`src/hw/rtl/tlbs_pkg.sv`:
```
// Shared types, constants and register codes of the text line and block segmenter.
`default_nettype none

package tlbs_pkg;

  // Widths of indices and coordinates.
  localparam int INDEX_WIDTH = 16;
  localparam int COORD_WIDTH = 24;
  localparam int CP_WIDTH    = 21;

  // Line break code points.
  localparam logic [CP_WIDTH-1:0] CP_LINE_FEED = 21'd10;
  localparam logic [CP_WIDTH-1:0] CP_CARR_RET  = 21'd13;

  // Configuration port.
  localparam int CFG_IDX_WIDTH  = 2;
  localparam int CFG_DATA_WIDTH = 11;
  localparam int SAME_W         = 9;
  localparam int GAP_W          = 11;

  localparam logic [SAME_W-1:0] SAME_RESET = 9'd128;
  localparam logic [GAP_W-1:0]  GAP_RESET  = 11'd192;

  typedef enum logic [CFG_IDX_WIDTH-1:0] {
    CFG_SAME_LINE = 2'd0,
    CFG_BLOCK_GAP = 2'd1
  } cfg_idx_e;

  // Stream packing: input tdata, code point first, then left, right, bottom, top.
  localparam int S_TUSER_WIDTH = 2;
  localparam int M_TDATA_WIDTH = 2 * INDEX_WIDTH;
  localparam int CP_LSB        = 0;
  localparam int LEFT_LSB      = CP_LSB + CP_WIDTH;
  localparam int RIGHT_LSB     = LEFT_LSB + COORD_WIDTH;
  localparam int BOTTOM_LSB    = RIGHT_LSB + COORD_WIDTH;
  localparam int TOP_LSB       = BOTTOM_LSB + COORD_WIDTH;
  localparam int PACK_END      = TOP_LSB + COORD_WIDTH;
  localparam int S_TDATA_WIDTH = ((PACK_END + 7) / 8) * 8;

  // Input tuser bits.
  localparam int USER_FIRST = 0;
  localparam int USER_FOUND = 1;

  // Width of the exact ratio products and their compare.
  localparam int PROD_WIDTH = COORD_WIDTH + 13;

  typedef logic signed [COORD_WIDTH-1:0] coord_t;

  typedef struct packed {
    logic                first_of_page;
    logic [CP_WIDTH-1:0] code_point;
    logic                box_found;
    coord_t              edge_left;
    coord_t              edge_right;
    coord_t              edge_bottom;
    coord_t              edge_top;
  } item_t;

  typedef struct packed {
    coord_t                 line_top;
    coord_t                 line_bottom;
    logic                   line_has_box;
    logic                   break_pending;
    logic [INDEX_WIDTH-1:0] line_counter;
    logic [INDEX_WIDTH-1:0] block_counter;
  } state_t;

  typedef struct packed {
    logic [SAME_W-1:0] same_line_ratio_q8;
    logic [GAP_W-1:0]  block_gap_ratio_q8;
  } cfg_t;

endpackage

`default_nettype wire

```
`src/hw/rtl/tlbs_cfg.sv`:
```
// Configuration registers of the segmenter: the two ratio settings.
`default_nettype none

module tlbs_cfg
  import tlbs_pkg::*;
(
  input  wire logic                      clk_i,
  input  wire logic                      rst_ni,
  input  wire logic                      cfg_we_i,
  input  wire logic [CFG_IDX_WIDTH-1:0]  cfg_idx_i,
  input  wire logic [CFG_DATA_WIDTH-1:0] cfg_data_i,
  output cfg_t                           cfg_o
);

  cfg_t cfg_q, cfg_d;

  // Write decode; unknown indices are dropped.
  always_comb begin
    cfg_d = cfg_q;
    if (cfg_we_i) begin
      unique case (cfg_idx_i)
        CFG_SAME_LINE: cfg_d.same_line_ratio_q8 = cfg_data_i[SAME_W-1:0];
        CFG_BLOCK_GAP: cfg_d.block_gap_ratio_q8 = cfg_data_i[GAP_W-1:0];
        default:       cfg_d = cfg_q;
      endcase
    end
  end

  always_ff @(posedge clk_i or negedge rst_ni) begin
    if (!rst_ni) begin
      cfg_q.same_line_ratio_q8 <= SAME_RESET;
      cfg_q.block_gap_ratio_q8 <= GAP_RESET;
    end else begin
      cfg_q <= cfg_d;
    end
  end

  assign cfg_o = cfg_q;

endmodule

`default_nettype wire

```
`src/hw/rtl/tlbs_decide.sv`:
```
// Per-character decision: normalizes the box, tests line and block breaks, updates line state.
`default_nettype none

module tlbs_decide
  import tlbs_pkg::*;
(
  input  item_t  item_i,
  input  state_t st_i,
  input  cfg_t   cfg_i,
  output state_t st_o
);

  typedef logic signed [COORD_WIDTH:0] diff_t;
  typedef logic signed [PROD_WIDTH-1:0] prod_t;

  state_t st_base;
  coord_t cbot, ctop, ov_top, ov_bot;
  diff_t  ch, lh, mh, overlap, gap;
  prod_t  ov_scaled, same_lim, gap_scaled, gap_lim;
  logic   degenerate, is_break, pend, low_overlap, wide_gap, new_line;

  // Normalized box and degenerate test.
  always_comb begin
    cbot = (item_i.edge_bottom < item_i.edge_top) ? item_i.edge_bottom : item_i.edge_top;
    ctop = (item_i.edge_bottom < item_i.edge_top) ? item_i.edge_top : item_i.edge_bottom;
    degenerate = !item_i.box_found || (item_i.edge_left == item_i.edge_right) ||
                 (item_i.edge_bottom == item_i.edge_top);
    is_break = (item_i.code_point == CP_LINE_FEED) || (item_i.code_point == CP_CARR_RET);
  end

  // State after an optional page clear.
  always_comb begin
    st_base = st_i;
    if (item_i.first_of_page) begin
      st_base = '0;
    end
    pend = st_base.break_pending || is_break;
  end

  // Exact ratio tests on heights, overlap and gap.
  always_comb begin
    ch      = diff_t'(ctop) - diff_t'(cbot);
    lh      = diff_t'(st_base.line_top) - diff_t'(st_base.line_bottom);
    mh      = (lh < ch) ? lh : ch;
    ov_top  = (st_base.line_top < ctop) ? st_base.line_top : ctop;
    ov_bot  = (st_base.line_bottom > cbot) ? st_base.line_bottom : cbot;
    overlap = diff_t'(ov_top) - diff_t'(ov_bot);
    gap     = diff_t'(st_base.line_bottom) - diff_t'(ctop);

    ov_scaled  = prod_t'(overlap) <<< 8;
    same_lim   = prod_t'($signed({1'b0, cfg_i.same_line_ratio_q8})) * prod_t'(mh);
    gap_scaled = prod_t'(gap) <<< 8;
    gap_lim    = prod_t'($signed({1'b0, cfg_i.block_gap_ratio_q8})) * prod_t'(ch);

    low_overlap = ov_scaled < same_lim;
    wide_gap    = gap_scaled > gap_lim;
    new_line    = pend || (st_base.line_has_box && low_overlap);
  end

  // Next line state and saturating indices.
  always_comb begin
    st_o = st_base;
    st_o.break_pending = pend;
    if (!degenerate) begin
      if (new_line && st_base.line_has_box) begin
        if (st_base.line_counter != '1) begin
          st_o.line_counter = st_base.line_counter + INDEX_WIDTH'(1);
        end
        if (wide_gap && (st_base.block_counter != '1)) begin
          st_o.block_counter = st_base.block_counter + INDEX_WIDTH'(1);
        end
        st_o.line_top    = ctop;
        st_o.line_bottom = cbot;
      end else if (st_base.line_has_box) begin
        st_o.line_top    = (st_base.line_top > ctop) ? st_base.line_top : ctop;
        st_o.line_bottom = (st_base.line_bottom < cbot) ? st_base.line_bottom : cbot;
      end else begin
        st_o.line_top    = ctop;
        st_o.line_bottom = cbot;
      end
      st_o.line_has_box  = 1'b1;
      st_o.break_pending = 1'b0;
    end
  end

endmodule

`default_nettype wire

```
`src/hw/rtl/text_line_block_segmenter.sv`:
```
// A character beat passes through the input register, then the result register, and leaves
// as a result beat. Throughput: one character per cycle while results are not stalled; the
// line state loop closes through the decision logic (one 11x25 and one 9x25 product with
// their compares). Input register and result register each hold one beat, so one more
// input beat is taken while a result is stalled. Reset clears line state and indices and
// loads the ratio registers with their defaults; no clearing pass is needed.
`default_nettype none

module text_line_block_segmenter
  import tlbs_pkg::*;
(
  input  wire logic                      clk_i,
  input  wire logic                      rst_ni,
  // Config write port.
  input  wire logic                      cfg_we_i,
  input  wire logic [CFG_IDX_WIDTH-1:0]  cfg_idx_i,
  input  wire logic [CFG_DATA_WIDTH-1:0] cfg_data_i,
  // Character stream.
  input  wire logic                      s_axis_tvalid,
  output      logic                      s_axis_tready,
  // tdata: code_point, edge_left, edge_right, edge_bottom, edge_top, zero fill.
  input  wire logic [S_TDATA_WIDTH-1:0]  s_axis_tdata,
  // tuser: first_of_page, box_found.
  input  wire logic [S_TUSER_WIDTH-1:0]  s_axis_tuser,
  // Result stream.
  output      logic                      m_axis_tvalid,
  input  wire logic                      m_axis_tready,
  // tdata: line_number, block_number.
  output      logic [M_TDATA_WIDTH-1:0]  m_axis_tdata
);

  cfg_t   cfg;
  item_t  in_item_q, in_item_d;
  state_t st_q, st_next;
  logic   in_valid_q, in_valid_d, out_valid_q, out_valid_d, advance;
  logic [INDEX_WIDTH-1:0] out_line_q, out_block_q;

  tlbs_cfg u_cfg (
    .clk_i      (clk_i),
    .rst_ni     (rst_ni),
    .cfg_we_i   (cfg_we_i),
    .cfg_idx_i  (cfg_idx_i),
    .cfg_data_i (cfg_data_i),
    .cfg_o      (cfg)
  );

  tlbs_decide u_decide (
    .item_i (in_item_q),
    .st_i   (st_q),
    .cfg_i  (cfg),
    .st_o   (st_next)
  );

  // Beat flow between input register and result register.
  assign advance       = !out_valid_q || m_axis_tready;
  assign s_axis_tready = !in_valid_q || advance;

  always_comb begin
    in_valid_d = in_valid_q;
    if (advance) begin
      in_valid_d = 1'b0;
    end
    if (s_axis_tvalid && s_axis_tready) begin
      in_valid_d = 1'b1;
    end
    out_valid_d = out_valid_q;
    if (advance) begin
      out_valid_d = in_valid_q;
    end
  end

  // Unpack the incoming beat.
  always_comb begin
    in_item_d.first_of_page = s_axis_tuser[USER_FIRST];
    in_item_d.box_found     = s_axis_tuser[USER_FOUND];
    in_item_d.code_point    = s_axis_tdata[CP_LSB +: CP_WIDTH];
    in_item_d.edge_left     = s_axis_tdata[LEFT_LSB +: COORD_WIDTH];
    in_item_d.edge_right    = s_axis_tdata[RIGHT_LSB +: COORD_WIDTH];
    in_item_d.edge_bottom   = s_axis_tdata[BOTTOM_LSB +: COORD_WIDTH];
    in_item_d.edge_top      = s_axis_tdata[TOP_LSB +: COORD_WIDTH];
  end

  // Control and line state.
  always_ff @(posedge clk_i or negedge rst_ni) begin
    if (!rst_ni) begin
      in_valid_q  <= 1'b0;
      out_valid_q <= 1'b0;
      st_q        <= '0;
    end else begin
      in_valid_q  <= in_valid_d;
      out_valid_q <= out_valid_d;
      if (advance && in_valid_q) begin
        st_q <= st_next;
      end
    end
  end

  // Payload registers.
  always_ff @(posedge clk_i) begin
    if (s_axis_tvalid && s_axis_tready) begin
      in_item_q <= in_item_d;
    end
    if (advance && in_valid_q) begin
      out_line_q  <= st_next.line_counter;
      out_block_q <= st_next.block_counter;
    end
  end

  assign m_axis_tvalid = out_valid_q;
  assign m_axis_tdata  = {out_block_q, out_line_q};

endmodule

`default_nettype wire

```
`config.mk`:
```
export PLATFORM = sky130hd
export DESIGN_NAME = text_line_block_segmenter
export DESIGN_NICKNAME = d
export VERILOG_FILES = /design/src/hw/rtl/tlbs_pkg.sv /design/src/hw/rtl/tlbs_cfg.sv /design/src/hw/rtl/tlbs_decide.sv /design/src/hw/rtl/text_line_block_segmenter.sv
export SDC_FILE = /design/constraint.sdc
export NUM_CORES = 2
export LEC_CHECK = 0
export BUFFER_PORTS_ARGS = -buffer_cell sky130_fd_sc_hd__buf_2
export CORE_ASPECT_RATIO = 1.5
export CORE_UTILIZATION = 30
export DETAILED_ROUTE_END_ITERATION = 7
export SKIP_CTS_REPAIR_TIMING = 1
export SYNTH_ARGS = -nofsm -noshare
export SYNTH_HDL_FRONTEND = slang
export SYNTH_SLANG_ARGS = --single-unit
```
`constraint.sdc`:
```
create_clock -name clk_i -period 44.6 [get_ports clk_i]
set_input_delay 4.46 -clock clk_i [delete_from_list [all_inputs] [get_ports clk_i]]
set_output_delay 4.46 -clock clk_i [all_outputs]
set_load 0.01 [all_outputs]
```
==> impl.org <==
** CTS
- In this run the number of H-tree levels came out at 1.
- Clock transition at path regs :: 0.07 ns
- The later pin in the worst-skew pair is clocked with a latency of 0.63 ns.
- Inserted Clock Buffers :: 26
- Counting every sink on the clock net gives 255.
- The longest clock path from root to sink contains 3 buffers.
- TritonCTS built the clock tree.
- Cell at the root of the clock tree :: clkbuf_16

** Synth
- Number of flops mapped to enable cells by yosys :: 151
- Async SR Flop Fraction :: 0.408
- Seq cells post-synth :: 255
- After technology mapping, the gate count stands at 4266.
- Post-synthesis cell type count :: 92
- Warnings, synthesis :: 0
- Average size of a mapped cell :: 8.91 µm²
- Of the total synthesized cell area, the portion taken by XOR and XNOR cells is 0.0461.
- When the netlist entered floorplanning its net count stood at 5218.
- The synthesized netlist occupies a cell area of 0.0380 mm².
- Of the total synthesized cell area, the portion taken by AND, OR, NAND and NOR gates is 0.184.
- Seq/Total Area, Yosys :: 0.188
- Of the post-synthesis cell area, the part taken by muxes is 0.0268.
- Largest family of logic cells by synthesized area :: adder cells
- Synth Area in Compound Gates :: 0.125
- The most used flip-flop cell after synthesis is edfxtp_1.
- Of the total synthesized cell area, the portion taken by full adders, half adders and majority gates is 0.352.

** Global routing
- The first global-routing pass estimated 177000 µm of wire.
- Across every metal layer, demand over resource in global routing totals 0.177.
- The number of global-route vias before repair is 31900.
- Final global-route overflow total :: 0
- Entering global routing, the biggest net connects 67 pins.
- Number of antenna violations at the first check in global routing :: 10

** Detailed routing
- Max layer used :: met5
- The detailed router put a total of 41300 µm of wire on met1.
- Final ANT Viol Nets :: 0
- Via total after detailed routing :: 30200
- Average detailed-routed wire length per instance :: 18.7 µm
- Wire segments on met3 add up to 4660 µm in the final route.
- Total length of routed wires :: 112000 µm
- The first detailed-routing pass took 7 iterations.
- Summed over all nets, wire length on met2 after detailed routing comes to 58400 µm.
- In the routed design, unresolved DRC markers number 0.
- Detail-routed via count per cell :: 5.05
- Number of design-rule violations left by the first detailed-router iteration :: 1673

** STA
- On the final layout, the worst clock skew is 0.0327 ns.
- Finish-stage setup viols :: 0
- Highest Clock Rate :: 0.0489 GHz
- The hold violation count in the final report was 0.
- Final critical delay including setup and external delays :: 20.47 ns
- Final period utilization :: 0.459
- Relative max-transition margin :: 0.161
- The final max-slew violation count was 0.
- Unrepaired setup endpoints after global routing :: false
- Setup_tns :: 0 ns
- For the pin with the worst max-slew slack, the measured transition is 1.25 ns.

** Worst setup path
- Delay of the slowest cell on the worst path :: 0.89 ns
- Slowest library cell on the worst path :: o31ai_1
- Worst setup EP type :: flop
- Required time of the critical path :: 44.97 ns
- Most common cell type on the critical path :: inv_1
- Maximum fanout encountered on the critical timing path :: 60
- By startpoint and endpoint, the worst setup path is classified as flop to flop.
- STA classifies the critical path startpoint as a flop.
- Signal arrival time at the worst endpoint :: 20.84 ns

** Finish
- For this run, the share of the core covered by cells in the final layout is 0.332.
- In the final design database the tool counted 5303 nets.
- Cell area after layout :: 0.0416 mm²
- Ratio of cells with drive above 1 in the final layout :: 0.0842
- Relative to the synthesized area, the layout overhead comes to 9.53%.

** Placement
- Cell area after placement :: 0.0407 mm²
- HPWL after detailed placement :: 91400 µm
- Input/output buffers :: 170
- Final estimated routing congestion in global placement :: 0.955

** Die
- The initial utilization of the core area, before any placement, comes to 0.303.
- Area of the placeable core :: 0.125 mm²
- Die Span Y :: 438 µm
- Chip width :: 293 µm
- Count of pins on the block boundary :: 174
- The floorplan has 159 rows.
- Total Die Area :: 0.128 mm²

** Hold path
- In this run the worst hold path is classified as flop to flop.

** Job
- Max_cap viols :: 0

** Outcome
- Status :: complete, no violations
## path summary, 6_finish.rpt
path                                               from                  endpoint  slack [ns]  depth (start not counted)
worst max-delay path            in_item_q[20]$_DFFE_PP_  out_block_q[7]$_DFFE_PP_       24.13                         67
worst min-delay path               st_q[33]$_DFFE_PN0P_      st_q[33]$_DFFE_PN0P_        0.49                          2
worst max register to register  in_item_q[20]$_DFFE_PP_  out_block_q[7]$_DFFE_PP_       24.13                         67
worst min register to register     st_q[33]$_DFFE_PN0P_      st_q[33]$_DFFE_PN0P_        0.49                          2
max in group asynchronous                        rst_ni      st_q[34]$_DFFE_PN0P_       39.29                          2
min in group asynchronous                        rst_ni      st_q[24]$_DFFE_PN0P_        3.84                          1
## critical path, delay by kind of cell, from the launching register on
kind | cells | cell delay (ns)
buffers and inverters | 11 | 2.60
AOI/OAI and AO/OA | 21 | 7.63
muxes | 1 | 0.29
adders and majority gates | 10 | 3.98
xor gates and xnor gates | 3 | 0.44
and+or+nand+nor | 21 | 4.78
DFF | 1 | 0.43
## cell usage in the layout, fill, tap and decap left out, types with 9 or more instances in the layout
cell,instances
o21a_1,29
nand2_1,477
nor4b_1,14
or3_1,20
a21oi_1,201
a21boi_0,12
fa_1,430
or4_1,9
buf_4,64
clkbuf_16,26
buf_2,169
mux2i_1,66
a21o_1,90
and2_1,213
ha_1,382
a31oi_1,20
edfxtp_1,151
a211oi_1,22
dfrtp_1,101
o21ai_0,168
xnor2_1,121
nor3_1,41
o311ai_0,15
a221oi_1,11
nand4_1,63
xor2_1,69
or2_2,11
nor2b_1,102
o211ai_1,26
inv_1,599
nor2_1,216
o21bai_1,11
nor4_1,20
mux2_2,31
nand3_1,82
and3_1,36
nand2b_1,60
o31ai_1,9
a22oi_1,9
## cell usage after synthesis, types with 12 or more instances
library cell,n,area (µm²)
o311ai_0,15,131
nor4b_1,14,123
o21ai_0,168,841
fa_1,430,8610
a211oi_1,23,173
a21boi_0,12,90.1
buf_2,19,95.1
clkbuf_1,144,541
o211ai_1,26,195
edfxtp_1,151,4530
dfrtp_1,101,2530
mux2_2,31,349
nor3_1,41,205
nor4_1,20,125
nand2b_1,60,375
a31oi_1,20,125
inv_1,599,2250
a21o_1,90,676
nor2b_1,102,638
ha_1,382,4780
xnor2_1,128,1120
nand4_1,63,394
nand3_1,82,410
o21a_1,29,218
nor2_1,216,811
or3_1,20,125
mux2i_1,67,671
nand2_1,477,1790
and2_1,214,1340
and3_1,36,225
xor2_1,70,613
a21oi_1,202,1010
## cell families (layout without fill, tap and decap cells)
| group | count (synthesis) | in the layout |
|---|---|---|
| xor gates and xnor gates | 199 | 199 |
| buffers and inverters | 780 | 885 |
| muxes | 98 | 98 |
| adders and majority gates | 812 | 812 |
| AOI/OAI and AO/OA | 727 | 727 |
| other | 0 | 2 |
| DFF | 255 | 255 |
| and+or+nand+nor | 1395 | 1395 |
## routing by layer
layer,vias to the layer above,GRT usage
met1,14800,0.189
met2,767,0.333
li1,14400,-
met5,-,0
met4,6,0.105
met3,246,0.0187
## sequential cells by signal, summed over array words and instances, names as in the netlist
| signal | cells |
|---|---|
| in_item_q | 119 |
| st_q | 82 |
| u_cfg.cfg_o | 20 |
| out_block_q | 16 |
| out_line_q | 16 |
| in_valid_q | 1 |
| m_axis_tvalid | 1 |
## final cells by class
cell class,instances,area [µm²]
Clock buffer,30,686
Timing Repair Buffer,233,1330
Clock inverter,18,208
Tap cell,1610,2010
Antenna cell,2,5.00
Multi-Input combinational cell,3231,28000
Inverter,604,2270
Sequential cell,255,7140
Fill cell,13100,83700
## per-stage QoR
step	hold slack [ns]	cells	setup slack, ns
floorplan	0.448	4266	29.05
finish	0.485	5983	24.13
global placement	0.467	5933	24.25
detailed placement	0.469	5933	24.08
CTS	0.487	5981	23.99
global route	0.525	5981	22.87
Power is not shown: default switching activity piles up to over one toggle a cycle in this logic, so the estimate is an artifact.
